## config.mk

```make
export PLATFORM = sky130hd
export DESIGN_NAME = ssa_accum
export DESIGN_NICKNAME = d
export VERILOG_FILES = /design/src/rtl/ssa_pkg.sv /design/src/rtl/ssa_accum.sv
export SDC_FILE = /design/constraint.sdc
export NUM_CORES = 1
export LEC_CHECK = 0
export CAP_MARGIN = 20
export CORE_ASPECT_RATIO = 1.5
export CORE_MARGIN = 2
export CORE_UTILIZATION = 49
export CTS_BUF_LIST = sky130_fd_sc_hd__clkbuf_8
export CTS_CLUSTER_SIZE = 20
export DETAILED_ROUTE_END_ITERATION = 10
export DONT_BUFFER_PORTS = 1
export GPL_ROUTABILITY_DRIVEN = 0
export PLACE_DENSITY = 0.66
export SLEW_MARGIN = 0
export SYNTH_ARGS = -nofsm -noshare
export SYNTH_HDL_FRONTEND = slang
export SYNTH_SLANG_ARGS = --single-unit
export TNS_END_PERCENT = 50
```

## constraint.sdc

```tcl
create_clock -name clock -period 10.42 [get_ports clock]
set_clock_uncertainty 0.05 [all_clocks]
set_input_delay 2.605 -clock clock [delete_from_list [all_inputs] [get_ports clock]]
set_output_delay 2.605 -clock clock [all_outputs]
set_load 0.05 [all_outputs]
```

## src/rtl/ssa_pkg.sv

```systemverilog
package ssa_pkg;

   localparam int SAMPLE_BITS       = 16;
   localparam int COUNT_BITS        = 24;
   localparam int BAD_SLOTS_DEFAULT = 4;

   localparam int COUNT_W = COUNT_BITS + 1;
   localparam int SUM_W   = SAMPLE_BITS + COUNT_BITS + 1;
   localparam int MAG_W   = SUM_W - 1;
   localparam int SQ_W    = 2 * SAMPLE_BITS;
   localparam int SUMSQ_W = 2 * SAMPLE_BITS - 2 + COUNT_BITS + 1;
   localparam int PROD_W  = COUNT_W + SUMSQ_W;
   localparam int DVD_W   = PROD_W + 16;
   localparam int DVR_W   = 2 * COUNT_W;
   localparam int QUO_W   = 64;
   localparam int Q8_W    = 24;
   localparam int ITER_W  = $clog2(DVD_W);
   localparam int SQRT_STEPS = QUO_W / 2;

   localparam int QUEUE_DEPTH = 4;
   localparam int QPTR_W      = $clog2(QUEUE_DEPTH);

   localparam int CSR_ADDR_W = 5;
   localparam int CSR_DATA_W = 32;
   localparam int REG_IDX_W  = 3;
   localparam int BADCNT_W   = 3;

   localparam logic [REG_IDX_W-1:0] REG_BAD_COUNT = 3'd0;
   localparam logic [REG_IDX_W-1:0] REG_BAD_A     = 3'd1;

   // result word layout, lowest field first
   localparam int RSP_COUNT_LSB = 0;
   localparam int RSP_MIN_LSB   = RSP_COUNT_LSB + COUNT_W;
   localparam int RSP_MAX_LSB   = RSP_MIN_LSB + SAMPLE_BITS;
   localparam int RSP_MEAN_LSB  = RSP_MAX_LSB + SAMPLE_BITS;
   localparam int RSP_SD_LSB    = RSP_MEAN_LSB + Q8_W;
   localparam int RSP_OVF_LSB   = RSP_SD_LSB + Q8_W;
   localparam int RSP_USED_W    = RSP_OVF_LSB + 1;
   localparam int RSP_W         = ((RSP_USED_W + 7) / 8) * 8;

   typedef struct packed {
      logic signed [SAMPLE_BITS-1:0] sample;
      logic [SQ_W-1:0]               square;
      logic                          bad;
      logic                          final_item;
   } q_item_type;

   typedef struct packed {
      logic [COUNT_W-1:0]            count;
      logic signed [SAMPLE_BITS-1:0] min;
      logic signed [SAMPLE_BITS-1:0] max;
      logic signed [SUM_W-1:0]       sum;
      logic [SUMSQ_W-1:0]            sumsq;
      logic                          ovf;
   } snap_type;

   typedef enum logic [2:0] {
      FIN_IDLE,
      FIN_MEAN,
      FIN_MULA,
      FIN_MULB,
      FIN_DIFF,
      FIN_STD,
      FIN_SQRT,
      FIN_DONE
   } fin_state_type;

endpackage

```

## src/rtl/ssa_accum.sv

```systemverilog
module ssa_accum (
   input  logic                clock,
   input  logic                reset,
   input  logic                q_valid,
   output logic                q_ready,
   input  ssa_pkg::q_item_type q_item,
   output logic                start,
   output ssa_pkg::snap_type   snap,
   input  logic                fin_ready
);

   ssa_pkg::snap_type run_ff, run_in, upd;
   logic              take, first;

   // a final item waits until the finishing unit is free
   assign q_ready = !q_item.final_item || fin_ready;
   assign take    = q_valid & q_ready;
   assign first   = (run_ff.count == '0);

   always_comb begin
      upd = run_ff;
      if (!q_item.bad) begin
         if (run_ff.count[ssa_pkg::COUNT_BITS]) begin
            upd.ovf = 1'b1;
         end else begin
            if (first || q_item.sample < run_ff.min) upd.min = q_item.sample;
            if (first || q_item.sample > run_ff.max) upd.max = q_item.sample;
            upd.sum   = run_ff.sum + {{(ssa_pkg::SUM_W-ssa_pkg::SAMPLE_BITS)
                                       {q_item.sample[ssa_pkg::SAMPLE_BITS-1]}},
                                      q_item.sample};
            upd.sumsq = run_ff.sumsq + ssa_pkg::SUMSQ_W'(q_item.square);
            upd.count = run_ff.count + 1'b1;
         end
      end
   end

   always_comb begin
      run_in = run_ff;
      if (take) begin
         run_in = q_item.final_item ? '0 : upd;
      end
   end

   assign start = take & q_item.final_item;
   assign snap  = upd;

   always_ff @(posedge clock) begin
      if (reset) begin
         run_ff <= '0;
      end else begin
         run_ff <= run_in;
      end
   end

endmodule

```

==> flow_summary.toml <==
[status]
status = "completed"

[power_and_ir_drop]
vdd_drop_max_uv = 75.8
power_mw = 1.52
power.leakage_nw = 5.68
power_density_mw_per_mm2 = 114

[clocking]
cts_setup_buffers = 0
cts-buffers-inserted = 17
cts_resized = 0
root_buffer = "clkbuf_8"
clockBufferDepth = 2
cts_hold_buf = 0
h-tree-depth = 4
tritoncts = "built"
insertion_delay_ns = 0.48
cts_sinks = 154
clk_transition_reported_paths_ns = 0.10

[grt]
grt_max_degree = 74
met2_usage_pct = 49.3
grt-busiest-layer = "met2"
antenna_found_initial = 0
grt_util_met1_pct = 31.4
grt.total_usage_pct = 27.4
grt_pass1_vias = 11453
grt_pass1_wl_um = 59800
met3_usage_pct = 6.73
grt-ovfl-total = 0

[setup_path]
worst_setup_path_end_kind = "primary output"
slowest_stage = "xor2_1"
critPathArrivalTime_ns = 6.01
worstPathMaxFanout = 11
path_cells = "ha_1, a211oi_1, o21ai_1, a31oi_1, o31ai_4, a31o_2, a21oi_2, o31a_1, nor3_1, xor2_1"
slowest_delay_ns = 0.79
path_delay_family = "compound AO/OA/AOI/OAI gates"
critical_path_class = "in2out"
path_buf_inv = 0
cp_data_required_time_ns = 7.77
cp-start-kind = "input pin"

[worst_hold_path]
hold_class = "reg2reg"

[timing]
worst_pin_slew_ns = 1.20
setup_ws_ns = 1.76
finalSetupViolCount = 0
finalMaxSlewViolations = 0
relSlewSlack_pct = 19.2
max_freq_mhz = 115
fin_crit_sh_pct = 83.1
fin_crit_ns = 8.66
hold_viol_final = 0
rsz0062_at_grt = "no"
setup_tns_ns = 0

[routing]
vias = 12066
drt_iter0_drc = 699
routed_wl_um = 37900
drc_errors = 0
post_drt_wl_per_cell_um = 19.5
ant_nets = 0
avgViaCountPerCell = 6.19
first_pass_iters = 6

[logic_synthesis]
synth_top_area_share_pct = 24.5
yosysUniqueCellTypes = 82
synthArstFlopShare_pct = 0
synth_cells = 1647
yosys.area.top_type = "dfxtp_1"
synth-seq-cells = 154
yosys_warnings = 0
synth_enable_flop_cells = 0
ys.flop_type = "dfxtp_1"
syn_nets = 1808
ys_seq_area_share_pct = 24.5
yosys-top-cells-area = "dfxtp_1 25%, ha_1 10%, nand2_1 6.8%, xnor2_1 4.9%, o21ai_0 4.5%"
syn_area_mm2 = 0.0126
avgSynthCellArea_um2 = 7.63

[floorplan]
start_util_pct = 50.0
die_h_um = 200
die_w_um = 135
rows = 71
core-area_mm2 = 0.0251
dieArea_mm2 = 0.0270
io_pins = 210

[layout]
regMostFlops = "run_ff"
stdcell_count = 1948
final_common_cell = "nand2_1"
top_regs = "run_ff: 154 flops"
num_antenna_cells = 0
layout_common_cells = "227 x nand2_1, 154 x dfxtp_1, 130 x nor2_1"
syn2layout_area_growth_pct = 6.24
fin_nets = 1770
layout-drive-gt1-share_pct = 8.09
largest_register_ffs = 154

[flow_run]
cap_violations = 0

[place]
post-place-ws_ns = 1.80
place.port_buffers = 0
hpwlAfterDp_um = 27900
dp_cells = 1911
==> area by class of cell <==
class                      count  area, um^2
inverter                      69         259
clock inverter                11         124
multi-input combinational   1323        8880
fill                        2451       11800
clock buffer                  19         262
tap                          328         410
sequential                   154        3080
timing repair buffer          44         340
==> synth_stat cells (all sizes together) (17+ instances only) <==
cell	count
nand2	228
dfxtp	154
nor2	134
o21ai	117
ha	105
a21oi	104
clkbuf	87
xnor2	71
inv	69
a21o	65
a22oi	60
xor2	41
nand3	40
a22o	36
nand4	28
mux2	26
and3	20
a32o	19
nor3	17
==> logic make-up (layout without fill, tap and decap cells) <==
group           after synthesis  count (layout)  share of synthesized area (%)
compound gates              530             530                           29.2
xor+xnor                    112             112                           7.80
fa+ha+maj                   107             107                           10.8
buf+inv                     170             143                           5.23
flops                       154             154                           24.5
mux                          29              29                           2.57
simple gates                545             545                           19.9
==> stage by stage <==
step | utilization [%] | hold WS (ns) | area [um^2]
after floorplan | - | 0.385 | 12600
after detailed placement | 51.4 | 0.412 | 12900
after CTS | 52.9 | 0.425 | 13300
after global placement | 51.2 | 0.407 | 12900
after global routing | 53.1 | 0.448 | 13400
final | 53.1 | 0.423 | 13400
==> worst min-delay path: cells and delay by family (launching register included) <==
family           cells  cell delay, ns
flip-flops           1            0.34
AND/OR/NAND/NOR      2            0.10
==> worst paths after layout <==
path	startpoint	end	slack, ns	cells after the start
setup / recovery	q_item[3]	snap[48]	1.76	10
setup reg to reg	run_ff[2]	run_ff[22]	6.90	9
hold reg to reg	run_ff[95]	run_ff[95]	0.42	2
hold / removal	run_ff[95]	run_ff[95]	0.42	2
==> where the power goes <==
part	internal (mW)	total, mW	switching (mW)
sequential	0.602	0.612	0.0107
combinational	0.114	0.443	0.328
clock	0.222	0.470	0.247
total	0.938	1.52	0.586
==> metal layers <==
metal	up-vias	part of all wire (%)
met5	-	0
met2	334	51
met1	5743	40
li1	5933	-
met3	56	6.8
met4	0	2.1
(Power assumes the default switching activity.)
