**src/rtl/ssa_pkg.sv**
```systemverilog
package ssa_pkg;

   localparam int SAMPLE_BITS       = 16;
   localparam int COUNT_BITS        = 24;
   localparam int BAD_SLOTS_DEFAULT = 4;

   localparam int COUNT_W = COUNT_BITS + 1;
   localparam int SUM_W   = SAMPLE_BITS + COUNT_BITS + 1;
   localparam int MAG_W   = SUM_W - 1;
   localparam int SQ_W    = 2 * SAMPLE_BITS;
   localparam int SUMSQ_W = 2 * SAMPLE_BITS - 2 + COUNT_BITS + 1;
   localparam int PROD_W  = COUNT_W + SUMSQ_W;
   localparam int DVD_W   = PROD_W + 16;
   localparam int DVR_W   = 2 * COUNT_W;
   localparam int QUO_W   = 64;
   localparam int Q8_W    = 24;
   localparam int ITER_W  = $clog2(DVD_W);
   localparam int SQRT_STEPS = QUO_W / 2;

   localparam int QUEUE_DEPTH = 4;
   localparam int QPTR_W      = $clog2(QUEUE_DEPTH);

   localparam int CSR_ADDR_W = 5;
   localparam int CSR_DATA_W = 32;
   localparam int REG_IDX_W  = 3;
   localparam int BADCNT_W   = 3;

   localparam logic [REG_IDX_W-1:0] REG_BAD_COUNT = 3'd0;
   localparam logic [REG_IDX_W-1:0] REG_BAD_A     = 3'd1;

   // result word layout, lowest field first
   localparam int RSP_COUNT_LSB = 0;
   localparam int RSP_MIN_LSB   = RSP_COUNT_LSB + COUNT_W;
   localparam int RSP_MAX_LSB   = RSP_MIN_LSB + SAMPLE_BITS;
   localparam int RSP_MEAN_LSB  = RSP_MAX_LSB + SAMPLE_BITS;
   localparam int RSP_SD_LSB    = RSP_MEAN_LSB + Q8_W;
   localparam int RSP_OVF_LSB   = RSP_SD_LSB + Q8_W;
   localparam int RSP_USED_W    = RSP_OVF_LSB + 1;
   localparam int RSP_W         = ((RSP_USED_W + 7) / 8) * 8;

   typedef struct packed {
      logic signed [SAMPLE_BITS-1:0] sample;
      logic [SQ_W-1:0]               square;
      logic                          bad;
      logic                          final_item;
   } q_item_type;

   typedef struct packed {
      logic [COUNT_W-1:0]            count;
      logic signed [SAMPLE_BITS-1:0] min;
      logic signed [SAMPLE_BITS-1:0] max;
      logic signed [SUM_W-1:0]       sum;
      logic [SUMSQ_W-1:0]            sumsq;
      logic                          ovf;
   } snap_type;

   typedef enum logic [2:0] {
      FIN_IDLE,
      FIN_MEAN,
      FIN_MULA,
      FIN_MULB,
      FIN_DIFF,
      FIN_STD,
      FIN_SQRT,
      FIN_DONE
   } fin_state_type;

endpackage

```
**src/rtl/ssa_queue.sv**
```systemverilog
module ssa_queue (
   input  logic                clock,
   input  logic                reset,
   input  logic                in_valid,
   output logic                in_ready,
   input  ssa_pkg::q_item_type in_item,
   output logic                out_valid,
   input  logic                out_ready,
   output ssa_pkg::q_item_type out_item
);

   ssa_pkg::q_item_type             ent_ff [ssa_pkg::QUEUE_DEPTH];
   logic [ssa_pkg::QPTR_W-1:0]      wr_ptr_ff, wr_ptr_in, rd_ptr_ff, rd_ptr_in;
   logic [ssa_pkg::QPTR_W:0]        fill_ff, fill_in;
   logic                            push, pop;

   assign in_ready  = (fill_ff != (ssa_pkg::QPTR_W+1)'(ssa_pkg::QUEUE_DEPTH));
   assign out_valid = (fill_ff != '0);
   assign out_item  = ent_ff[rd_ptr_ff];
   assign push      = in_valid & in_ready;
   assign pop       = out_valid & out_ready;

   always_comb begin
      wr_ptr_in = push ? wr_ptr_ff + 1'b1 : wr_ptr_ff;
      rd_ptr_in = pop ? rd_ptr_ff + 1'b1 : rd_ptr_ff;
      fill_in   = fill_ff;
      if (push && !pop) begin
         fill_in = fill_ff + 1'b1;
      end else if (pop && !push) begin
         fill_in = fill_ff - 1'b1;
      end
   end

   always_ff @(posedge clock) begin
      if (reset) begin
         wr_ptr_ff <= '0;
         rd_ptr_ff <= '0;
         fill_ff   <= '0;
      end else begin
         wr_ptr_ff <= wr_ptr_in;
         rd_ptr_ff <= rd_ptr_in;
         fill_ff   <= fill_in;
      end
   end

   always_ff @(posedge clock) begin
      if (push) begin
         ent_ff[wr_ptr_ff] <= in_item;
      end
   end

endmodule

```
**config.mk**
```make
export PLATFORM = sky130hd
export DESIGN_NAME = ssa_queue
export DESIGN_NICKNAME = d
export VERILOG_FILES = /design/src/rtl/ssa_pkg.sv /design/src/rtl/ssa_queue.sv
export SDC_FILE = /design/constraint.sdc
export NUM_CORES = 1
export LEC_CHECK = 0
export BUFFER_PORTS_ARGS = -buffer_cell sky130_fd_sc_hd__clkbuf_2
export CORE_MARGIN = 3
export CORE_UTILIZATION = 51
export CTS_CLUSTER_DIAMETER = 40
export DETAILED_ROUTE_END_ITERATION = 6
export PLACE_DENSITY_LB_ADDON = 0.15
export SLEW_MARGIN = 40
export SYNTH_ARGS = -nofsm -noshare
export SYNTH_HDL_FRONTEND = slang
export SYNTH_SLANG_ARGS = --single-unit
```
**constraint.sdc**
```tcl
create_clock -name clock -period 2.2 [get_ports clock]
set_input_delay 0.44 -clock clock [delete_from_list [all_inputs] [get_ports clock]]
set_output_delay 0.44 -clock clock [all_outputs]
set_load 0.01 [all_outputs]
```
==> impl_metrics.ini <==
[route]
ant_nets = 0
first_pass_iters = 6
routedWlPerCell_um = 21.0
drc = 0
totalWireLength_um = 13700
drt_iter0_markers = 225
vias_per_cell = 5.53
vias = 3616

[place]
post-place-ws_ps = -65.4
dpl-instance-area_mm2 = 0.00853
gp_congestion = 0.725
hpwl_um = 7940
io_buffers = 105

[floorplan]
core-area_mm2 = 0.0147
start_util_pct = 52.6
die_h_um = 129
io_pins = 106
die-area_mm2 = 0.0167
num_rows = 44
die_w_um = 129

[clock_tree]
clk_path_buf_depth = 3
ctsHtreeMaxLevel = 1
clk_latency_ps = 510
clock-sinks = 209
clk_pin_slew_ps = 60
cts_buffers = 28
hold_buffers = 0
tritoncts = built
cts_root_buffer = clkbuf_16

[status]
failed_checks = negative setup slack
outcome = finished with violations

[yosys]
netlist_area_mm2 = 0.00774
yosysUniqueCellTypes = 24
ys_ff_latch = 209
synth-edff-count = 200
yosysWarnings = 0
yosysSeqAreaShare_pct = 79.9
syn_inst = 310
ys_async_sr_fraction_pct = 0
syn-num-nets = 370
ys.flop_type = edfxtp_1
avgSynthCellArea_um2 = 25.0

[setup_path]
worstPathCellList = buf_12 > mux4_2 > buf_2
ff2ff_path_depth = 7
crit_type = flop to output pin
cp.arrival_ps = 1830
crit_path_max_incr_delay_ps = 530
critPathMaxFanout = 21
startpoint_type = flop
cp.required_ps = 1760
end_kind = output pin
r2r_setup_slack_ps = 110
crit_slowest_cell = mux4_2
timing.rr.start = fill_ff[1]
crit-reg2reg-capture = fill_ff[2]

[grt]
grt_pass1_wl_um = 21600
grtUsageMet1_pct = 23.7
antenna_found_initial = 0
grtUsageMet2_pct = 28.3
grt_use_total_pct = 17.1
grt_remaining_overflow = 0
grt_max_degree = 35
grtUsageMet3_pct = 3.38
busiest_layer = met2
grt_pass1_vias = 3888

[pwr]
p_sw_uw = 3060
p_sw_share_pct = 25.1
power_frac_seq_pct = 40.9
p_clk_share_pct = 36.7
ir_worst_vdd_uv = 974
internal_power_uw = 9150
pwr-share-comb_pct = 22.3
power.total_uw = 12200
power.leakage_uw = 0.00333
p_per_area_mw_per_mm2 = 1270

[sta]
fin_ws_ps = -71.8
fin_crit_sh_pct = 103
tns_ps = -1930
max_freq_mhz = 440
rsz0062_at_grt = yes
finalHoldViolations = 0
setup_viol = 50
skew_ps = 14.0
timing_worst_slew_pin_value_ps = 397
min_period_ps = 2270
slew_headroom_pct = 73.2
drv_slew = 0

[layout]
area_growth_pct = 24.2
layout_commonest_cell = edfxtp_1
layout_common_cells = edfxtp_1, clkbuf_2, mux4_2, clkbuf_16, nor2_1
drive_gt1_share_pct = 48.5
fillerInstances = 997
final_area_mm2 = 0.00961
diodes = 0
fin_nets = 508

[hold_path]
min_delay_worst_endpoint = ent_ff[3][47]
holdPathStages = 1
hold_path.class = primary input to flop
hold_start = in_item[47]

[run]
max_cap_violations = 0
-- sequential cells by signal, indices dropped and copies added, names as in the netlist, named ones only --
name	flops
ent_ff	200
fill_ff	3
rd_ptr_ff	2
wr_ptr_ff	2
-- final cells by class --
cell class	count	area (µm²)	share of cell area [%]
tap	184	230	2.40
multi-input combinational	85	1420	14.8
sequential	209	6190	64.4
clock buffer	34	754	7.85
inverter	3	11.3	0.117
timing repair buffer	121	797	8.29
clock inverter	18	206	2.15
-- metal layers --
metal	vias to the layer above	part of all wire, %
li1	1597	-
met1	1886	42
met2	106	51
met3	27	5.0
met4	0	1.8
met5	-	0
-- worst max-delay path by stage --
stage / start / endpoint / slack [ps]
2_1_floorplan: fill_ff[0] / fill_ff[2] / 180
3_3_place_gp: fill_ff[0] / fill_ff[2] / 180
3_5_place_dp: fill_ff[0] / fill_ff[2] / -70
4_1_cts: flop / out_item[19] / -100
5_1_grt: flop / out_item[6] / -140
6_report: flop / out_item[19] / -70
-- cells in the mapped netlist, drive strengths merged, types with 2 or more instances --
library cell,n,area share [%]
nand2b,2,0.16
or3,2,0.16
nor2,8,0.39
buf,12,1.8
ha,5,0.81
mux4,50,15
mux2i,2,0.26
dfxtp,9,2.3
inv,3,0.15
xor2,4,0.45
edfxtp,200,78
and2,4,0.32
-- critical path: cells and delay by family (launching register included) --
| family | cells | cell delay, ps |
|---|---|---|
| multiplexers | 1 | 530 |
| flip-flops | 1 | 400 |
| buffers and inverters | 2 | 390 |
-- power by group through the flow --
| stage | sequential [µW] | combinational [µW] | clock [µW] |
|---|---|---|---|
| detailed placement | 5060 | 2580 | 0 |
| global route | 5040 | 2960 | 4770 |
| CTS | 4990 | 2770 | 4600 |
| floorplan | 5000 | 1800 | 0 |
| global placement | 5020 | 2550 | 0 |
| finish | 5000 | 2730 | 4490 |
-- per-stage QoR --
stage	hold slack [ps]	util, %	std cells
after CTS	123	65.2	654
final	142	65.4	654
after global routing	125	65.4	654
after global placement	495	58.0	599
after detailed placement	521	58.0	599
after floorplan	482	-	310
-- repair_timing --
item	CTS	global route
resized for setup	5	11
endpoints found under the setup margin	51	51
pin swaps	0	0
gates cloned	2	0
setup buffers	1	0
-- cell families (layout without fill, tap and decap cells) --
| family | Yosys count | in the layout | share of synthesized area, % |
|---|---|---|---|
| AO/OA/AOI/OAI | 5 | 5 | 0.485 |
| XOR/XNOR | 4 | 4 | 0.453 |
| adder cells (fa/ha/maj) | 6 | 6 | 1.07 |
| buffers and inverters | 16 | 176 | 2.01 |
| multiplexers | 53 | 53 | 15.0 |
| flip-flops | 209 | 209 | 79.9 |
| AND/OR/NAND/NOR | 17 | 17 | 1.08 |
(Power assumes the default switching activity.)
