File: src/rtl/ssa_pkg.sv
package ssa_pkg;

   localparam int SAMPLE_BITS       = 16;
   localparam int COUNT_BITS        = 24;
   localparam int BAD_SLOTS_DEFAULT = 4;

   localparam int COUNT_W = COUNT_BITS + 1;
   localparam int SUM_W   = SAMPLE_BITS + COUNT_BITS + 1;
   localparam int MAG_W   = SUM_W - 1;
   localparam int SQ_W    = 2 * SAMPLE_BITS;
   localparam int SUMSQ_W = 2 * SAMPLE_BITS - 2 + COUNT_BITS + 1;
   localparam int PROD_W  = COUNT_W + SUMSQ_W;
   localparam int DVD_W   = PROD_W + 16;
   localparam int DVR_W   = 2 * COUNT_W;
   localparam int QUO_W   = 64;
   localparam int Q8_W    = 24;
   localparam int ITER_W  = $clog2(DVD_W);
   localparam int SQRT_STEPS = QUO_W / 2;

   localparam int QUEUE_DEPTH = 4;
   localparam int QPTR_W      = $clog2(QUEUE_DEPTH);

   localparam int CSR_ADDR_W = 5;
   localparam int CSR_DATA_W = 32;
   localparam int REG_IDX_W  = 3;
   localparam int BADCNT_W   = 3;

   localparam logic [REG_IDX_W-1:0] REG_BAD_COUNT = 3'd0;
   localparam logic [REG_IDX_W-1:0] REG_BAD_A     = 3'd1;

   // result word layout, lowest field first
   localparam int RSP_COUNT_LSB = 0;
   localparam int RSP_MIN_LSB   = RSP_COUNT_LSB + COUNT_W;
   localparam int RSP_MAX_LSB   = RSP_MIN_LSB + SAMPLE_BITS;
   localparam int RSP_MEAN_LSB  = RSP_MAX_LSB + SAMPLE_BITS;
   localparam int RSP_SD_LSB    = RSP_MEAN_LSB + Q8_W;
   localparam int RSP_OVF_LSB   = RSP_SD_LSB + Q8_W;
   localparam int RSP_USED_W    = RSP_OVF_LSB + 1;
   localparam int RSP_W         = ((RSP_USED_W + 7) / 8) * 8;

   typedef struct packed {
      logic signed [SAMPLE_BITS-1:0] sample;
      logic [SQ_W-1:0]               square;
      logic                          bad;
      logic                          final_item;
   } q_item_type;

   typedef struct packed {
      logic [COUNT_W-1:0]            count;
      logic signed [SAMPLE_BITS-1:0] min;
      logic signed [SAMPLE_BITS-1:0] max;
      logic signed [SUM_W-1:0]       sum;
      logic [SUMSQ_W-1:0]            sumsq;
      logic                          ovf;
   } snap_type;

   typedef enum logic [2:0] {
      FIN_IDLE,
      FIN_MEAN,
      FIN_MULA,
      FIN_MULB,
      FIN_DIFF,
      FIN_STD,
      FIN_SQRT,
      FIN_DONE
   } fin_state_type;

endpackage

File: src/rtl/ssa_finish.sv
module ssa_finish (
   input  logic                        clock,
   input  logic                        reset,
   input  logic                        start,
   input  ssa_pkg::snap_type           snap,
   output logic                        fin_ready,
   output logic                        rsp_valid,
   input  logic                        rsp_ready,
   output logic [ssa_pkg::RSP_W-1:0]   rsp_data
);

   localparam int MAG_W  = ssa_pkg::MAG_W;
   localparam int PROD_W = ssa_pkg::PROD_W;
   localparam int DVD_W  = ssa_pkg::DVD_W;
   localparam int DVR_W  = ssa_pkg::DVR_W;
   localparam int QUO_W  = ssa_pkg::QUO_W;
   localparam int Q8_W   = ssa_pkg::Q8_W;
   localparam int IT_W   = ssa_pkg::ITER_W;

   ssa_pkg::fin_state_type st_ff, st_in;
   logic [IT_W-1:0]         it_ff, it_in;
   ssa_pkg::snap_type       snap_ff, snap_in;
   logic [MAG_W-1:0]        mag_ff, mag_in;
   logic                    neg_ff, neg_in;
   logic [DVR_W-1:0]        nn1_ff, nn1_in;
   logic [PROD_W-1:0]       acc_ff, acc_in, a_ff, a_in;
   logic [ssa_pkg::SUMSQ_W-1:0] mcand_ff, mcand_in;
   logic [MAG_W-1:0]        mplier_ff, mplier_in;
   logic [DVR_W-1:0]        rem_ff, rem_in, dvr_ff, dvr_in;
   logic [DVD_W-1:0]        dvd_ff, dvd_in;
   logic [QUO_W-1:0]        quo_ff, quo_in;
   logic [Q8_W-1:0]         mean_ff, mean_in, sd_ff, sd_in;
   logic [QUO_W-1:0]        sx_ff, sx_in, sr_ff, sr_in, sb_ff, sb_in;

   logic [DVR_W:0]          r2;
   logic                    dge;
   logic [DVR_W-1:0]        div_rem;
   logic [QUO_W-1:0]        div_quo;
   logic [PROD_W-1:0]       mul_acc;
   logic [QUO_W-1:0]        sq_t;
   logic                    sge;
   logic [QUO_W-1:0]        sq_x, sq_r;
   logic [ssa_pkg::SUM_W-1:0] sum_abs;
   logic [PROD_W-1:0]       diff;
   logic                    last_it;

   // shared step units
   assign r2      = {rem_ff, dvd_ff[DVD_W-1]};
   assign dge     = (r2 >= {1'b0, dvr_ff});
   assign div_rem = dge ? DVR_W'(r2 - {1'b0, dvr_ff}) : DVR_W'(r2);
   assign div_quo = {quo_ff[QUO_W-2:0], dge};
   assign mul_acc = {acc_ff[PROD_W-2:0], 1'b0} +
                    (mplier_ff[MAG_W-1] ? PROD_W'(mcand_ff) : '0);
   assign sq_t    = sr_ff + sb_ff;
   assign sge     = (sx_ff >= sq_t);
   assign sq_x    = sge ? sx_ff - sq_t : sx_ff;
   assign sq_r    = sge ? (sr_ff >> 1) + sb_ff : (sr_ff >> 1);
   assign sum_abs = snap.sum[ssa_pkg::SUM_W-1] ? -snap.sum : snap.sum;
   assign diff    = (a_ff >= acc_ff) ? a_ff - acc_ff : acc_ff - a_ff;

   always_comb begin
      last_it = 1'b0;
      unique case (st_ff)
         ssa_pkg::FIN_MEAN,
         ssa_pkg::FIN_STD:  last_it = (it_ff == IT_W'(DVD_W - 1));
         ssa_pkg::FIN_MULA: last_it = (it_ff == IT_W'(ssa_pkg::COUNT_W - 1));
         ssa_pkg::FIN_MULB: last_it = (it_ff == IT_W'(MAG_W - 1));
         ssa_pkg::FIN_SQRT: last_it = (it_ff == IT_W'(ssa_pkg::SQRT_STEPS - 1));
         default:           last_it = 1'b0;
      endcase
   end

   // next state
   always_comb begin
      st_in = st_ff;
      unique case (st_ff)
         ssa_pkg::FIN_IDLE: if (start) st_in = ssa_pkg::FIN_MEAN;
         ssa_pkg::FIN_MEAN: if (last_it) st_in = ssa_pkg::FIN_MULA;
         ssa_pkg::FIN_MULA: if (last_it) st_in = ssa_pkg::FIN_MULB;
         ssa_pkg::FIN_MULB: if (last_it) st_in = ssa_pkg::FIN_DIFF;
         ssa_pkg::FIN_DIFF: st_in = ssa_pkg::FIN_STD;
         ssa_pkg::FIN_STD:  if (last_it) st_in = ssa_pkg::FIN_SQRT;
         ssa_pkg::FIN_SQRT: if (last_it) st_in = ssa_pkg::FIN_DONE;
         ssa_pkg::FIN_DONE: if (rsp_ready) st_in = ssa_pkg::FIN_IDLE;
         default:           st_in = ssa_pkg::FIN_IDLE;
      endcase
   end

   // outputs
   always_comb begin
      fin_ready = (st_ff == ssa_pkg::FIN_IDLE);
      rsp_valid = (st_ff == ssa_pkg::FIN_DONE);
   end

   // datapath
   always_comb begin
      it_in     = it_ff + 1'b1;
      snap_in   = snap_ff;
      mag_in    = mag_ff;
      neg_in    = neg_ff;
      nn1_in    = DVR_W'(snap_ff.count * (snap_ff.count - 1'b1));
      acc_in    = acc_ff;
      a_in      = a_ff;
      mcand_in  = mcand_ff;
      mplier_in = mplier_ff;
      rem_in    = rem_ff;
      dvr_in    = dvr_ff;
      dvd_in    = dvd_ff;
      quo_in    = quo_ff;
      mean_in   = mean_ff;
      sd_in     = sd_ff;
      sx_in     = sx_ff;
      sr_in     = sr_ff;
      sb_in     = sb_ff;
      if (last_it) it_in = '0;
      unique case (st_ff)
         ssa_pkg::FIN_IDLE: begin
            it_in   = '0;
            snap_in = snap;
            mag_in  = MAG_W'(sum_abs);
            neg_in  = snap.sum[ssa_pkg::SUM_W-1];
            // mean: (|sum| << 8) / n
            dvd_in  = DVD_W'({MAG_W'(sum_abs), 8'h00});
            dvr_in  = DVR_W'(snap.count);
            rem_in  = '0;
            quo_in  = '0;
         end
         ssa_pkg::FIN_MEAN: begin
            rem_in = div_rem;
            quo_in = div_quo;
            dvd_in = {dvd_ff[DVD_W-2:0], 1'b0};
            if (last_it) begin
               mean_in   = neg_ff ? -div_quo[Q8_W-1:0] : div_quo[Q8_W-1:0];
               acc_in    = '0;
               mcand_in  = snap_ff.sumsq;
               mplier_in = {snap_ff.count, (MAG_W - ssa_pkg::COUNT_W)'(0)};
            end
         end
         ssa_pkg::FIN_MULA: begin
            acc_in    = mul_acc;
            mplier_in = {mplier_ff[MAG_W-2:0], 1'b0};
            if (last_it) begin
               a_in      = mul_acc;
               acc_in    = '0;
               mcand_in  = ssa_pkg::SUMSQ_W'(mag_ff);
               mplier_in = mag_ff;
            end
         end
         ssa_pkg::FIN_MULB: begin
            acc_in    = mul_acc;
            mplier_in = {mplier_ff[MAG_W-2:0], 1'b0};
         end
         ssa_pkg::FIN_DIFF: begin
            it_in  = '0;
            dvd_in = {diff, 16'h0000};
            dvr_in = nn1_ff;
            rem_in = '0;
            quo_in = '0;
         end
         ssa_pkg::FIN_STD: begin
            rem_in = div_rem;
            quo_in = div_quo;
            dvd_in = {dvd_ff[DVD_W-2:0], 1'b0};
            if (last_it) begin
               sx_in = div_quo;
               sr_in = '0;
               sb_in = QUO_W'(1) << (QUO_W - 2);
            end
         end
         ssa_pkg::FIN_SQRT: begin
            sx_in = sq_x;
            sr_in = sq_r;
            sb_in = sb_ff >> 2;
            if (last_it) begin
               sd_in = (sq_r > QUO_W'({Q8_W{1'b1}})) ? {Q8_W{1'b1}} : sq_r[Q8_W-1:0];
            end
         end
         ssa_pkg::FIN_DONE: it_in = '0;
         default:           it_in = '0;
      endcase
   end

   always_ff @(posedge clock) begin
      if (reset) begin
         st_ff <= ssa_pkg::FIN_IDLE;
         it_ff <= '0;
      end else begin
         st_ff <= st_in;
         it_ff <= it_in;
      end
   end

   always_ff @(posedge clock) begin
      snap_ff   <= snap_in;
      mag_ff    <= mag_in;
      neg_ff    <= neg_in;
      nn1_ff    <= nn1_in;
      acc_ff    <= acc_in;
      a_ff      <= a_in;
      mcand_ff  <= mcand_in;
      mplier_ff <= mplier_in;
      rem_ff    <= rem_in;
      dvr_ff    <= dvr_in;
      dvd_ff    <= dvd_in;
      quo_ff    <= quo_in;
      mean_ff   <= mean_in;
      sd_ff     <= sd_in;
      sx_ff     <= sx_in;
      sr_ff     <= sr_in;
      sb_ff     <= sb_in;
   end

   always_comb begin
      logic none, few;
      none = (snap_ff.count == '0);
      few  = (snap_ff.count < ssa_pkg::COUNT_W'(2));
      rsp_data = '0;
      rsp_data[ssa_pkg::RSP_COUNT_LSB +: ssa_pkg::COUNT_W] = snap_ff.count;
      rsp_data[ssa_pkg::RSP_MIN_LSB +: ssa_pkg::SAMPLE_BITS] = none ? '0 : snap_ff.min;
      rsp_data[ssa_pkg::RSP_MAX_LSB +: ssa_pkg::SAMPLE_BITS] = none ? '0 : snap_ff.max;
      rsp_data[ssa_pkg::RSP_MEAN_LSB +: Q8_W] = none ? '0 : mean_ff;
      rsp_data[ssa_pkg::RSP_SD_LSB +: Q8_W]   = few ? '0 : sd_ff;
      rsp_data[ssa_pkg::RSP_OVF_LSB]          = snap_ff.ovf;
   end

endmodule

File: config.mk
export PLATFORM = sky130hd
export DESIGN_NAME = ssa_finish
export DESIGN_NICKNAME = d
export VERILOG_FILES = /design/src/rtl/ssa_pkg.sv /design/src/rtl/ssa_finish.sv
export SDC_FILE = /design/constraint.sdc
export NUM_CORES = 2
export LEC_CHECK = 0
export BUFFER_PORTS_ARGS = -buffer_cell sky130_fd_sc_hd__buf_2
export CAP_MARGIN = 20
export CORE_ASPECT_RATIO = 1.25
export CORE_UTILIZATION = 35
export CTS_BUF_LIST = sky130_fd_sc_hd__clkbuf_2
export DETAILED_ROUTE_END_ITERATION = 10
export PLACE_DENSITY = 0.55
export RECOVER_POWER = 100
export SETUP_SLACK_MARGIN = 0.15
export SLEW_MARGIN = 20
export SYNTH_ARGS = -nofsm -noshare
export SYNTH_HDL_FRONTEND = slang
export SYNTH_SLANG_ARGS = --single-unit
File: constraint.sdc
create_clock -name clock -period 14.9 [get_ports clock]
set_input_delay 0.745 -clock clock [delete_from_list [all_inputs] [get_ports clock]]
set_output_delay 0.745 -clock clock [all_outputs]
set_load 0.05 [all_outputs]
==> flow_summary.yaml <==
clock_tree:
  clk_latency_ps: 1620
  path_clk_slew_ps: 100
  cts_max_path_buffers: 4
  cts.sinks: 927
  numCtsBuffers: 269
  cts_tree: "done"
  cts-root-buf: "clkbuf_2"
  postCtsResizedCells: 0
  htreeDepth: 5
power_and_ir_drop:
  p_total_mw: 23.5
  leakage_nw: 40.2
  power.density_nw_per_um2: 251
  ir_worst_vdd_uv: 818
drt:
  drt_iter0_drc: 4564
  wl_per_cell_um: 21.2
  drt-pass1-iter-count: 6
  routed_wl_mm: 270
  via_per_inst: 5.32
  num_vias: 67800
  drtAntennaViolNets: 0
  drc: 0
final_layout:
  final_net_count: 10700
  layout_commonest_cell: "inv_1"
  fillers: 24200
  drive_gt1_share_pct: 7.77
  syn2layout_area_growth_pct: 10.9
  final_cell_mix: "inv_1, edfxtp_1, nand2_1, ha_1, a21oi_1"
global_route:
  antenna_found_initial: 14
  grt_overflow_total: 0
  grt_pass1_wl_mm: 414
  grt_util_all_layers_pct: 21.9
  grt_pass1_vias: 70000
  grt_max_degree: 111
timing:
  timing.setup.tns_ps: 0
  finClkSkew_ps: 264
  final-max-slew-violation-count: 2662
  setup_viol: 0
  rsz0062_at_grt: "false"
  period_share_pct: 83.8
  finalCriticalPeriod_ps: 12490
  slew-limit-headroom_pct: -204
  timing.fmax_mhz: 80.1
  tightest_slew_ps: 4560
  timing_hold_violations_final: 0
synth:
  synthXorXnorAreaFrac_pct: 5.08
  synthCells: 8915
  yosysSeqAreaShare_pct: 32.3
  synth_top_area_share_pct: 30.9
  synth_ff_type: "edfxtp_1"
  synthAdderAreaFrac_pct: 22.5
  synth_area_um2: 84200
  synth_top_family_by_area: "adder cells"
  synth_area_leaders: "edfxtp_1, fa_1, ha_1"
  synth_top_cell_by_area: "edfxtp_1"
  synth_edf_count: 868
  synth-simple-area-share_pct: 17.2
  synth-compound-area-share_pct: 14.9
  synth-seq-cells: 927
  avgSynthCellArea_um2: 9.45
  yosysWarnings: 0
  synthMuxAreaShare_pct: 1.28
  synth-async-reset-ratio_pct: 0
  synthDistinctLibCells: 93
floorplan:
  ios: 272
  fp.dieH_um: 551
  die_width_um: 441
  num_rows: 201
  core_area_um2: 240000
  start_util_pct: 35.1
  die_area_um2: 243000
placement:
  numPortBuffers: 265
  gp_congestion: 0.947
  dpl.hpwl_mm: 201
critical_path:
  endpoint_kind: "register"
  worst_path_max_delay_cell: "clkbuf_1"
  timing.critical_path.buf_inv: 3
  critPathMaxFanout: 76
  required_ps: 16070
  critPathMaxStageDelay_ps: 2470
  path_class: "reg2reg"
  start_kind: "register"
  crit_family: "compound AO/OA/AOI/OAI gates"
  cp.arrival_ps: 13660
  crit_path_frequent_cell: "o21ai_0"
outcome:
  status: "finished with violations"
  violations: "max-capacitance violations, max-slew violations"
job:
  maxCapViolations: 64
worst_hold_path:
  holdCritPathClass: "in2reg"
path summary, 6_finish.rpt:
check             cells after the start       start  slack [ps]    endpoint
setup / recovery                     28    sr_ff[2]        2410    sd_ff[0]
hold reg to reg                       2  nn1_ff[15]         360  dvr_ff[15]
hold / removal                        3       reset         230    st_ff[0]
setup reg to reg                     28    sr_ff[2]        2410    sd_ff[0]
worst min-delay path: stages:
cell and delay [ps]:
dlygate4sd3_1 680, buf_2 210, nor2_1 50
timing repair:
item,CTS,global route
setup buffers,0,0
setup endpoints to repair,0,0
hold buffers,320,0
hold endpoints to repair,229,0
where the power goes:
part / leakage [nW] / total (mW) / switching, mW / internal (mW)
clock: 1.80 / 1.96 / 1.18 / 0.774
combinational: 29.4 / 18.1 / 10.6 / 7.46
sequential: 8.99 / 3.43 / 0.0822 / 3.35
kinds of logic (layout without fill, tap and decap cells):
kind of cell,Yosys count,in the layout
xor gates and xnor gates,489,489
DFF,927,927
muxes,101,101
other,1,11
adders and majority gates,1184,1184
AOI/OAI and AO/OA,1977,1977
and+or+nand+nor,2804,2804
buffers and inverters,1432,2093
synthesized netlist by cell type (17+ instances only):
| master | n |
|---|---|
| edfxtp_1 | 868 |
| or2_2 | 32 |
| xor2_1 | 180 |
| xnor2_1 | 309 |
| nor2_1 | 431 |
| or3_1 | 54 |
| a21oi_1 | 559 |
| a31o_2 | 22 |
| ha_1 | 628 |
| buf_4 | 34 |
| nand2_1 | 736 |
| buf_2 | 23 |
| nand2b_1 | 469 |
| and3_1 | 128 |
| and2_1 | 283 |
| nor4_1 | 38 |
| nor3_1 | 92 |
| a31oi_1 | 99 |
| o21bai_1 | 106 |
| clkbuf_1 | 389 |
| fa_1 | 555 |
| o21ai_0 | 463 |
| a21boi_0 | 30 |
| a211oi_1 | 52 |
| a211o_1 | 18 |
| mux2i_1 | 49 |
| nand3_1 | 124 |
| o211ai_1 | 38 |
| dfxtp_1 | 59 |
| a21o_1 | 225 |
| o21a_1 | 50 |
| o221ai_1 | 17 |
| a22oi_1 | 38 |
| or4_1 | 24 |
| nor2b_1 | 229 |
| inv_1 | 965 |
| o31ai_1 | 63 |
| nand4_1 | 112 |
| mux2_2 | 52 |
sequential cells by signal, indices dropped and copies added, names as in the netlist, 40 cells and up:
| signal | count |
|---|---|
| sr_ff | 64 |
| rem_ff | 50 |
| acc_ff | 80 |
| mplier_ff | 40 |
| a_ff | 80 |
| mcand_ff | 55 |
| dvd_ff | 88 |
| sx_ff | 64 |
| snap_ff | 87 |
| quo_ff | 63 |
| mag_ff | 40 |
| dvr_ff | 50 |
| nn1_ff | 49 |
metal layers:
layer	track usage [%]	share of wire [%]	vias up
met3	2.72	4.7	483
met4	7.37	3.6	10
met1	27.9	43	33600
li1	-	-	31800
met2	38.2	49	1919
met5	0	0.021	-
through the flow:
step / hold WS (ps) / area, µm² / setup slack (ps) / cells / util, %
global route: 45.0 / 93500 / 1580 / 12700 / 39.0
floorplan: 430 / 84300 / 1840 / 8920 / -
detailed placement: 457 / 88400 / 4000 / 12000 / 36.9
finish: 233 / 93500 / 2410 / 12700 / 39.0
CTS: 14.1 / 94000 / 3740 / 12700 / 39.2
global placement: 445 / 88400 / 4180 / 12000 / 36.9
final cells by class:
| type | count | area (µm²) | area share (%) |
|---|---|---|---|
| Tap cell | 3146 | 3940 | 4.21 |
| Clock buffer | 369 | 1850 | 1.98 |
| Antenna cell | 5 | 12.5 | 0.0134 |
| Sequential cell | 927 | 27200 | 29.2 |
| Clock inverter | 84 | 517 | 0.553 |
| Inverter | 969 | 3640 | 3.90 |
| Multi-Input combinational cell | 6561 | 51400 | 55.0 |
| Timing Repair Buffer | 671 | 4850 | 5.19 |
Power figures use the tool's default switching activity.
