==> config.mk <==
export PLATFORM = sky130hd
export DESIGN_NAME = ssa_front
export DESIGN_NICKNAME = d
export VERILOG_FILES = /design/src/rtl/ssa_pkg.sv /design/src/rtl/ssa_front.sv
export SDC_FILE = /design/constraint.sdc
export NUM_CORES = 1
export LEC_CHECK = 0
export BUFFER_PORTS_ARGS = -buffer_cell sky130_fd_sc_hd__buf_4
export CORE_UTILIZATION = 33
export DETAILED_ROUTE_END_ITERATION = 7
export GPL_TIMING_DRIVEN = 0
export RECOVER_POWER = 25
export SLEW_MARGIN = 0
export SYNTH_ARGS = -nofsm -noshare
export SYNTH_HDL_FRONTEND = slang
export SYNTH_SLANG_ARGS = --single-unit
==> constraint.sdc <==
create_clock -name clock -period 6.7 [get_ports clock]
set_input_delay 0.335 -clock clock [delete_from_list [all_inputs] [get_ports clock]]
set_output_delay 0.335 -clock clock [all_outputs]
set_load 0.005 [all_outputs]
==> src/rtl/ssa_pkg.sv <==
package ssa_pkg;

   localparam int SAMPLE_BITS       = 16;
   localparam int COUNT_BITS        = 24;
   localparam int BAD_SLOTS_DEFAULT = 4;

   localparam int COUNT_W = COUNT_BITS + 1;
   localparam int SUM_W   = SAMPLE_BITS + COUNT_BITS + 1;
   localparam int MAG_W   = SUM_W - 1;
   localparam int SQ_W    = 2 * SAMPLE_BITS;
   localparam int SUMSQ_W = 2 * SAMPLE_BITS - 2 + COUNT_BITS + 1;
   localparam int PROD_W  = COUNT_W + SUMSQ_W;
   localparam int DVD_W   = PROD_W + 16;
   localparam int DVR_W   = 2 * COUNT_W;
   localparam int QUO_W   = 64;
   localparam int Q8_W    = 24;
   localparam int ITER_W  = $clog2(DVD_W);
   localparam int SQRT_STEPS = QUO_W / 2;

   localparam int QUEUE_DEPTH = 4;
   localparam int QPTR_W      = $clog2(QUEUE_DEPTH);

   localparam int CSR_ADDR_W = 5;
   localparam int CSR_DATA_W = 32;
   localparam int REG_IDX_W  = 3;
   localparam int BADCNT_W   = 3;

   localparam logic [REG_IDX_W-1:0] REG_BAD_COUNT = 3'd0;
   localparam logic [REG_IDX_W-1:0] REG_BAD_A     = 3'd1;

   // result word layout, lowest field first
   localparam int RSP_COUNT_LSB = 0;
   localparam int RSP_MIN_LSB   = RSP_COUNT_LSB + COUNT_W;
   localparam int RSP_MAX_LSB   = RSP_MIN_LSB + SAMPLE_BITS;
   localparam int RSP_MEAN_LSB  = RSP_MAX_LSB + SAMPLE_BITS;
   localparam int RSP_SD_LSB    = RSP_MEAN_LSB + Q8_W;
   localparam int RSP_OVF_LSB   = RSP_SD_LSB + Q8_W;
   localparam int RSP_USED_W    = RSP_OVF_LSB + 1;
   localparam int RSP_W         = ((RSP_USED_W + 7) / 8) * 8;

   typedef struct packed {
      logic signed [SAMPLE_BITS-1:0] sample;
      logic [SQ_W-1:0]               square;
      logic                          bad;
      logic                          final_item;
   } q_item_type;

   typedef struct packed {
      logic [COUNT_W-1:0]            count;
      logic signed [SAMPLE_BITS-1:0] min;
      logic signed [SAMPLE_BITS-1:0] max;
      logic signed [SUM_W-1:0]       sum;
      logic [SUMSQ_W-1:0]            sumsq;
      logic                          ovf;
   } snap_type;

   typedef enum logic [2:0] {
      FIN_IDLE,
      FIN_MEAN,
      FIN_MULA,
      FIN_MULB,
      FIN_DIFF,
      FIN_STD,
      FIN_SQRT,
      FIN_DONE
   } fin_state_type;

endpackage

==> src/rtl/ssa_front.sv <==
module ssa_front #(
   parameter int BAD_SLOTS = ssa_pkg::BAD_SLOTS_DEFAULT
) (
   input  logic                                  clock,
   input  logic                                  reset,
   input  logic signed [ssa_pkg::SAMPLE_BITS-1:0] sample,
   input  logic                                  final_item,
   output ssa_pkg::q_item_type                   item,
   input  logic                                  csr_psel,
   input  logic                                  csr_penable,
   input  logic                                  csr_pwrite,
   input  logic [ssa_pkg::CSR_ADDR_W-1:0]        csr_paddr,
   input  logic [ssa_pkg::CSR_DATA_W-1:0]        csr_pwdata,
   output logic [ssa_pkg::CSR_DATA_W-1:0]        csr_prdata
);

   logic [ssa_pkg::BADCNT_W-1:0]         bad_count_ff, bad_count_in;
   logic signed [ssa_pkg::SAMPLE_BITS-1:0] bad_val_ff [BAD_SLOTS];
   logic signed [ssa_pkg::SAMPLE_BITS-1:0] bad_val_in [BAD_SLOTS];
   logic [ssa_pkg::REG_IDX_W-1:0]        idx;
   logic                                 wr;
   logic [ssa_pkg::BADCNT_W-1:0]         slots;
   logic signed [ssa_pkg::SQ_W-1:0]      sq;
   logic                                 hit;

   assign idx = csr_paddr[ssa_pkg::CSR_ADDR_W-1:2];
   assign wr  = csr_psel & csr_penable & csr_pwrite;

   always_comb begin
      bad_count_in = bad_count_ff;
      for (int i = 0; i < BAD_SLOTS; i++) begin
         bad_val_in[i] = bad_val_ff[i];
      end
      if (wr) begin
         if (idx == ssa_pkg::REG_BAD_COUNT) begin
            bad_count_in = csr_pwdata[ssa_pkg::BADCNT_W-1:0];
         end
         for (int i = 0; i < BAD_SLOTS; i++) begin
            if (idx == ssa_pkg::REG_BAD_A + ssa_pkg::REG_IDX_W'(i)) begin
               bad_val_in[i] = csr_pwdata[ssa_pkg::SAMPLE_BITS-1:0];
            end
         end
      end
   end

   always_ff @(posedge clock) begin
      if (reset) begin
         bad_count_ff <= '0;
         for (int i = 0; i < BAD_SLOTS; i++) begin
            bad_val_ff[i] <= '0;
         end
      end else begin
         bad_count_ff <= bad_count_in;
         for (int i = 0; i < BAD_SLOTS; i++) begin
            bad_val_ff[i] <= bad_val_in[i];
         end
      end
   end

   always_comb begin
      csr_prdata = '0;
      if (idx == ssa_pkg::REG_BAD_COUNT) begin
         csr_prdata = ssa_pkg::CSR_DATA_W'(bad_count_ff);
      end
      for (int i = 0; i < BAD_SLOTS; i++) begin
         if (idx == ssa_pkg::REG_BAD_A + ssa_pkg::REG_IDX_W'(i)) begin
            csr_prdata = ssa_pkg::CSR_DATA_W'(unsigned'(bad_val_ff[i]));
         end
      end
   end

   // count above the slot number saturates
   assign slots = (bad_count_ff > ssa_pkg::BADCNT_W'(BAD_SLOTS)) ?
                  ssa_pkg::BADCNT_W'(BAD_SLOTS) : bad_count_ff;

   always_comb begin
      hit = 1'b0;
      for (int i = 0; i < BAD_SLOTS; i++) begin
         if ((ssa_pkg::BADCNT_W'(i) < slots) && (sample == bad_val_ff[i])) begin
            hit = 1'b1;
         end
      end
   end

   assign sq = sample * sample;

   always_comb begin
      item.sample     = sample;
      item.square     = unsigned'(sq);
      item.bad        = hit;
      item.final_item = final_item;
   end

endmodule

==> results of run 1 <==
[repair_timing]
action | CTS | global route
endpoints found under the setup margin | 18 | 11
gates resized for setup | 93 | 60
cloned | 0 | 0
setup buffers | 8 | 6
pin swaps | 11 | 24
[metrics by stage]
| step | hold slack [ns] | std cells | TNS [ns] | setup slack [ns] |
|---|---|---|---|---|
| 2_1_floorplan | 0.4604 | 1492 | 0 | 0.3180 |
| 3_3_place_gp | 0.4693 | 2099 | -14.36 | -1.179 |
| 3_5_place_dp | 0.4765 | 2099 | -14.66 | -1.206 |
| 4_1_cts | 0.2646 | 2118 | 0 | 0.002410 |
| 5_1_grt | 0.2780 | 2120 | -0.05853 | -0.03457 |
| 6_report | 0.2669 | 2120 | 0 | 0.1952 |
[sequential cells by signal, summed over array words and instances, names as in the netlist]
name,flops
bad_val_ff,64
bad_count_ff,3
[critical path, delay by kind of cell]
| kind | cells | cell delay (ns) |
|---|---|---|
| AOI/OAI and AO/OA | 5 | 0.91 |
| xor gates and xnor gates | 1 | 0.15 |
| adders and majority gates | 7 | 3.15 |
| buffers and inverters | 10 | 1.10 |
| and+or+nand+nor | 3 | 0.48 |
[kinds of logic (layout without fill, tap and decap cells)]
logic type | after synthesis | in the layout | synth area share [%]
AOI/OAI and AO/OA | 166 | 166 | 8.196
and+or+nand+nor | 354 | 354 | 12.46
xor gates and xnor gates | 109 | 109 | 7.427
DFF | 67 | 67 | 10.44
other | 1 | 17 | 0.02917
muxes | 33 | 33 | 2.570
buffers and inverters | 419 | 536 | 13.44
adders and majority gates | 327 | 327 | 45.44
[final cells by class]
type                    instances  area (um^2)
repair buffers                107        807.0
fillers                      3928        22890
well taps                     511        639.4
multi-input cells            1006        10160
clock inverters                 7        45.04
plain buffers                  94        711.9
flip-flops and latches         67         1341
clock buffers                   9        225.2
inverters                     319         1206
[placed cells by master (no fill, tap or decap), types with 4 or more instances in the layout]
cell	instances
sky130_fd_sc_hd__a21o_1	6
sky130_fd_sc_hd__a21oi_1	72
sky130_fd_sc_hd__a21oi_2	7
sky130_fd_sc_hd__a22oi_1	16
sky130_fd_sc_hd__a31o_2	5
sky130_fd_sc_hd__a31oi_1	4
sky130_fd_sc_hd__and2_1	30
sky130_fd_sc_hd__buf_2	8
sky130_fd_sc_hd__buf_4	133
sky130_fd_sc_hd__buf_6	8
sky130_fd_sc_hd__buf_8	4
sky130_fd_sc_hd__clkbuf_1	22
sky130_fd_sc_hd__clkbuf_16	12
sky130_fd_sc_hd__clkbuf_2	7
sky130_fd_sc_hd__clkbuf_4	10
sky130_fd_sc_hd__clkbuf_8	4
sky130_fd_sc_hd__clkinv_2	5
sky130_fd_sc_hd__conb_1	17
sky130_fd_sc_hd__dfxtp_1	67
sky130_fd_sc_hd__fa_1	230
sky130_fd_sc_hd__ha_1	86
sky130_fd_sc_hd__ha_4	6
sky130_fd_sc_hd__inv_1	315
sky130_fd_sc_hd__mux2i_1	33
sky130_fd_sc_hd__nand2_1	178
sky130_fd_sc_hd__nand2_2	4
sky130_fd_sc_hd__nand3_1	20
sky130_fd_sc_hd__nand4_1	9
sky130_fd_sc_hd__nor2_1	62
sky130_fd_sc_hd__nor2_2	5
sky130_fd_sc_hd__nor2_4	4
sky130_fd_sc_hd__nor2b_1	7
sky130_fd_sc_hd__nor4_1	9
sky130_fd_sc_hd__o21ai_0	5
sky130_fd_sc_hd__o21ai_1	4
sky130_fd_sc_hd__o21bai_1	8
sky130_fd_sc_hd__o22ai_1	16
sky130_fd_sc_hd__xnor2_1	77
sky130_fd_sc_hd__xor2_1	31
[worst max path at each step]
stage	to
global placement	item[32]
CTS	item[33]
finish	item[30]
detailed placement	item[32]
floorplan	item[33]
global route	item[25]
[per-layer routing]
metal / part of all wire [%] / vias to the layer above / track usage (%)
li1: - / 4712 / -
met1: 44 / 4946 / 24.30
met2: 49 / 267 / 31.77
met3: 4.9 / 40 / 1.553
met4: 1.9 / 0 / 4.043
met5: 0 / - / 0
==> impl_metrics.env, run 1 <==
export IMPL_nets=1990
export IMPL_via_count=9965
export IMPL_antenna_violations_before_repair=1
export IMPL_mappedNetlistArea_mm2=0.01285
export IMPL_grt_usage_pct=18.17
export IMPL_final_util_pct=39.81
export IMPL_cts_htree_levels=3
export IMPL_reg2reg_from="bad_val_ff[1][1]$_SDFFE_PP0P_"
export IMPL_cpMaxStageDelayCell="sky130_fd_sc_hd__fa_1"
export IMPL_synth_largest_area_cell="sky130_fd_sc_hd__fa_1"
export IMPL_rrSetupSlack_ns=5.99
export IMPL_hpwl_um=28150
export IMPL_synth_commonest_cells="sky130_fd_sc_hd__inv_1 (316), sky130_fd_sc_hd__fa_1 (233), sky130_fd_sc_hd__nand2_1 (181)"
export IMPL_synthFlopType="sky130_fd_sc_hd__dfxtp_1"
export IMPL_design_core_area_mm2=0.03802
export IMPL_io_buffers=96
export IMPL_setup_worst_path_start_class="input port"
export IMPL_synth_cells=1476
export IMPL_chipWidth_um=199.4
export IMPL_syn_avg_cell_area_um2=8.708
export IMPL_ant_nets=0
export IMPL_floorplan_initialDensity_pct=33.81
export IMPL_hold_path_endpoint="bad_val_ff[3][11]$_SDFFE_PP0P_"
export IMPL_clk_latency_ns=0.33
export IMPL_proportion_of_register_bits_with_asynchronous_set_or_reset_after_synthesis_pct=0
export IMPL_num_antenna_cells=0
export IMPL_cts_buffers=9
export IMPL_clock_tree_root_cell="sky130_fd_sc_hd__clkbuf_16"
export IMPL_yosys_cell_count_top_type="sky130_fd_sc_hd__inv_1"
export IMPL_timing_final_max_slew_violations=0
export IMPL_critical_path_required_ns=6.36
export IMPL_die_outline_area_mm2=0.03974
export IMPL_number_of_warnings_printed_during_yosys_synthesis=0
export IMPL_layout_min_cycle_time_ns=6.505
export IMPL_clkSlewWorstSetupHoldPaths_ns=0.06
export IMPL_wl_um=33920
export IMPL_fin_crit_share_pct=97.09
export IMPL_via_count_of_the_first_global_routing_pass=10760
export IMPL_die_h_um=199.4
export IMPL_synth_edff_count=0
export IMPL_worst_endpoint_arrival_ns=6.17
export IMPL_crit_fanout=10
export IMPL_boundaryPins=141
export IMPL_ff2ff_path_depth=2
export IMPL_setup_worst_path_start="sample[9]"
export IMPL_grt_remaining_overflow=0
export IMPL_drt_drc_violations_left=0
export IMPL_initialDrtViolationCount=611
export IMPL_outcome="complete, no violations"
export IMPL_synth_top_cells_by_area="sky130_fd_sc_hd__fa_1 (36%), sky130_fd_sc_hd__dfxtp_1 (10%), sky130_fd_sc_hd__inv_1 (9.2%)"
export IMPL_grt_max_degree=14
export IMPL_routed_wire_length_per_instance_um=16.00
export IMPL_clock_sinks=67
export IMPL_ys_ff_latch=67
export IMPL_setup_viol=0
export IMPL_grt_first_pass_wirelength_um=55920
export IMPL_fin_worst_skew_ns=0
export IMPL_critical_path_top_cell_by_count="sky130_fd_sc_hd__fa_1"
export IMPL_synth_distinct_cells=59
export IMPL_tightest_slew_ns=0.8518
export IMPL_cts_hold_buf=0
export IMPL_ratio_of_cells_with_drive_above_1_in_the_final_layout_pct=16.41
export IMPL_netlist_area_leader_share_pct=36.29
export IMPL_timing_fmax_ghz=0.1537
export IMPL_number_of_maximum_capacitance_violations=0
export IMPL_rows=71
export IMPL_worst_slew_margin_rel_pct=43.06
export IMPL_avgViaCountPerCell=4.700
export IMPL_r2r_end="bad_val_ff[1][1]$_SDFFE_PP0P_"
export IMPL_ys_seq_area_share_pct=10.44
export IMPL_setup_repair_after_global_routing_missed_its_margin="yes"
export IMPL_layout_cell_area_non_filler_mm2=0.01513
export IMPL_hold_path_class="in -> reg"
export IMPL_cts_root_to_sink_buffers=2
export IMPL_gpl_final_weighted_congestion=0.8796
export IMPL_placement_cell_area_mm2=0.01427
export IMPL_cts_tree="built"
export IMPL_setup_worst_path_end_class="primary output"
export IMPL_max_stage_delay_ns=0.54
export IMPL_timing_hold_violations_final=0
export IMPL_drt_first_pass_iters=5
export IMPL_worstHoldStart="csr_pwdata[11]"
export IMPL_area_delta_synth_final_pct=17.75
export IMPL_worst_setup_path_type="in -> out"
export IMPL_worst_hold_path_cell_count=3
Power of run 1 is not shown: default switching activity piles up to over one toggle a cycle in this logic, so the estimate is an artifact.
==> inputs of run 2 (changes only) <==
--- a/config.mk
+++ b/config.mk
@@ -8,3 +8,3 @@
 export BUFFER_PORTS_ARGS = -buffer_cell sky130_fd_sc_hd__buf_4
-export CORE_UTILIZATION = 33
+export CORE_UTILIZATION = 31
 export DETAILED_ROUTE_END_ITERATION = 7
==> constraint.sdc (replaced) <==
create_clock -name clock -period 6.7 [get_ports clock]
set_input_delay 0.67 -clock clock [delete_from_list [all_inputs] [get_ports clock]]
set_output_delay 0.67 -clock clock [all_outputs]
set_load 0.005 [all_outputs]
==> run 2 against run 1 <==
Against the previous run:
- critical path depth shrank 3
- largest cell class unchanged
- worst hold slack improved by 0.22 ns
- routed wire length grew 7.3%
- the flow now finishes with violations (negative setup slack)
- highest routed layer unchanged
==> impl_metrics.env, run 2 (synthesis gave the netlist of run 1 again) <==
export IMPL_regMostFlops="bad_val_ff"
export IMPL_crit_path_cell_trace="clkbuf_8, buf_8, nand2_4, fa_1, buf_4, fa_2, fa_1, inv_2, fa_2, fa_1, inv_2, fa_1, inv_2, ha_4, a21oi_4, o21ai_4, o31a_1, or3_4, o21ai_4, a31oi_4, buf_6, a311o_1, buf_4"
export IMPL_layout_common_cells="sky130_fd_sc_hd__inv_1 (297), sky130_fd_sc_hd__fa_1 (217), sky130_fd_sc_hd__buf_4 (179)"
export IMPL_setup_viol=15
export IMPL_drt_drc_violations_left=0
export IMPL_fin_crit_share_pct=105.9
export IMPL_hpwl_um=28580
export IMPL_grt_first_pass_wirelength_um=58820
export IMPL_commonest_non_fill_non_tap_cell_in_the_layout="sky130_fd_sc_hd__inv_1"
export IMPL_largest_register_ffs=64
export IMPL_setup_repair_after_global_routing_missed_its_margin="yes"
export IMPL_clock_sinks=67
export IMPL_cts_buffers=9
export IMPL_wl_um=36400
export IMPL_largestRegisters="bad_val_ff x64, bad_count_ff x3"
export IMPL_gpl_final_weighted_congestion=0.8996
export IMPL_critical_path_top_cell_by_count="sky130_fd_sc_hd__fa_1"
export IMPL_rows=74
export IMPL_final_util_pct=40.73
export IMPL_grt_max_degree=15
export IMPL_hold_path_class="reg -> reg"
export IMPL_chipWidth_um=205.6
export IMPL_number_of_maximum_capacitance_violations=0
export IMPL_fin_tns_setup_ns=-3.141
export IMPL_antenna_violations_before_repair=0
export IMPL_outcome="complete, but fails checks"
export IMPL_design_core_area_mm2=0.04083
export IMPL_timing_hold_ws_ns=0.4820
export IMPL_final_setup_worst_slack_ns=-0.3932
export IMPL_num_antenna_cells=0
export IMPL_die_h_um=205.6
export IMPL_cts_tree="built"
export IMPL_cpMaxStageDelayCell="sky130_fd_sc_hd__fa_1"
export IMPL_timing_fmax_ghz=0.1410
export IMPL_setup_worst_path_start="sample[5]"
export IMPL_tightest_slew_ns=0.9076
export IMPL_crit_fanout=14
export IMPL_initialDrtViolationCount=659
export IMPL_worst_setup_path_type="in -> out"
export IMPL_reg2reg_from="bad_count_ff[2]$_SDFFE_PP0P_"
export IMPL_via_count_of_the_first_global_routing_pass=11190
export IMPL_area_delta_synth_final_pct=29.40
export IMPL_ant_nets=0
export IMPL_critical_path_required_ns=6.03
export IMPL_setup_worst_path_end_class="primary output"
export IMPL_violated_checks="negative setup slack"
export IMPL_pre_cts_ws_ns=-1.472
export IMPL_avgViaCountPerCell=4.712
export IMPL_layout_min_cycle_time_ns=7.093
export IMPL_max_stage_delay_ns=0.56
export IMPL_routed_wire_length_per_instance_um=16.42
export IMPL_cts_hold_buf=0
export IMPL_boundaryPins=141
export IMPL_cts_root_to_sink_buffers=2
export IMPL_die_outline_area_mm2=0.04228
export IMPL_timing_final_max_slew_violations=0
export IMPL_setup_worst_path_start_class="input port"
export IMPL_ratio_of_cells_with_drive_above_1_in_the_final_layout_pct=24.87
export IMPL_nets=2066
export IMPL_grt_usage_pct=18.02
export IMPL_timing_hold_violations_final=0
export IMPL_drt_first_pass_iters=5
export IMPL_fin_worst_skew_ns=0
export IMPL_io_buffers=96
export IMPL_cp_top_family="adder cells"
export IMPL_worstHoldStart="bad_val_ff[0][11]$_SDFFE_PP0P_"
export IMPL_floorplan_initialDensity_pct=31.48
export IMPL_worst_slew_margin_rel_pct=39.49
export IMPL_clk_latency_ns=0.33
export IMPL_clock_tree_root_cell="sky130_fd_sc_hd__clkbuf_16"
export IMPL_grt_remaining_overflow=0
export IMPL_via_count=10450
export IMPL_worst_endpoint_arrival_ns=6.42
export IMPL_cts_htree_levels=3
export IMPL_worst_path_buf_inv=8
export IMPL_clkSlewWorstSetupHoldPaths_ns=0.06
## run 2: cell types whose count changed in the layout (fill, tap and decap cells not counted), sizes merged
| cell | previous run | this run |
|---|---|---|
| bufinv | 0 | 1 |
| clkbuf | 55 | 70 |
| inv | 317 | 314 |
| clkinv | 8 | 3 |
| buf | 155 | 216 |
| clkinvlp | 1 | 8 |
## run 2: final cells by class
type,instances,area [um^2]
fillers,4035,24200
flip-flops and latches,67,1341
repair buffers,181,1511
well taps,532,665.6
multi-input cells,1006,10550
clock buffers,9,225.2
inverters,319,1237
plain buffers,96,1023
clock inverters,7,77.57
## run 2: worst reg2reg max path, stage by stage (launching register included)
cell and delay, ns:
sky130_fd_sc_hd__dfxtp_1 0.44, sky130_fd_sc_hd__nand2_1 0.08, sky130_fd_sc_hd__a21oi_1 0.17
## run 2: metal layers
layer	up-vias	global-route usage, %	wire, um
met5	-	0	0
met4	0	4.153	619
met3	35	2.059	2352
met2	323	31.97	18300
met1	5236	23.23	15130
li1	4853	-	-
## run 2: path summary, 6_finish.rpt
check,endpoint,cells after the start,slack [ns]
worst max register to register,bad_count_ff[2]$_SDFFE_PP0P_,2,5.93
worst min register to register,bad_val_ff[0][11]$_SDFFE_PP0P_,2,0.48
worst min-delay path,bad_val_ff[0][11]$_SDFFE_PP0P_,2,0.48
worst max-delay path,item[33],23,-0.39
## run 2: stage by stage
step,instances,area (um^2)
2_1_floorplan,1492,12980
3_3_place_gp,2120,14370
3_5_place_dp,2120,14370
4_1_cts,2201,16340
5_1_grt,2217,16630
6_report,2217,16630
## run 2: what timing repair did
| item | 4_1_cts | 5_1_grt |
|---|---|---|
| setup buffers | 71 | 17 |
| resized for setup | 241 | 49 |
| pin swaps | 103 | 64 |
| setup endpoints to repair | 19 | 18 |
Power of run 2 is left out for the same reason.
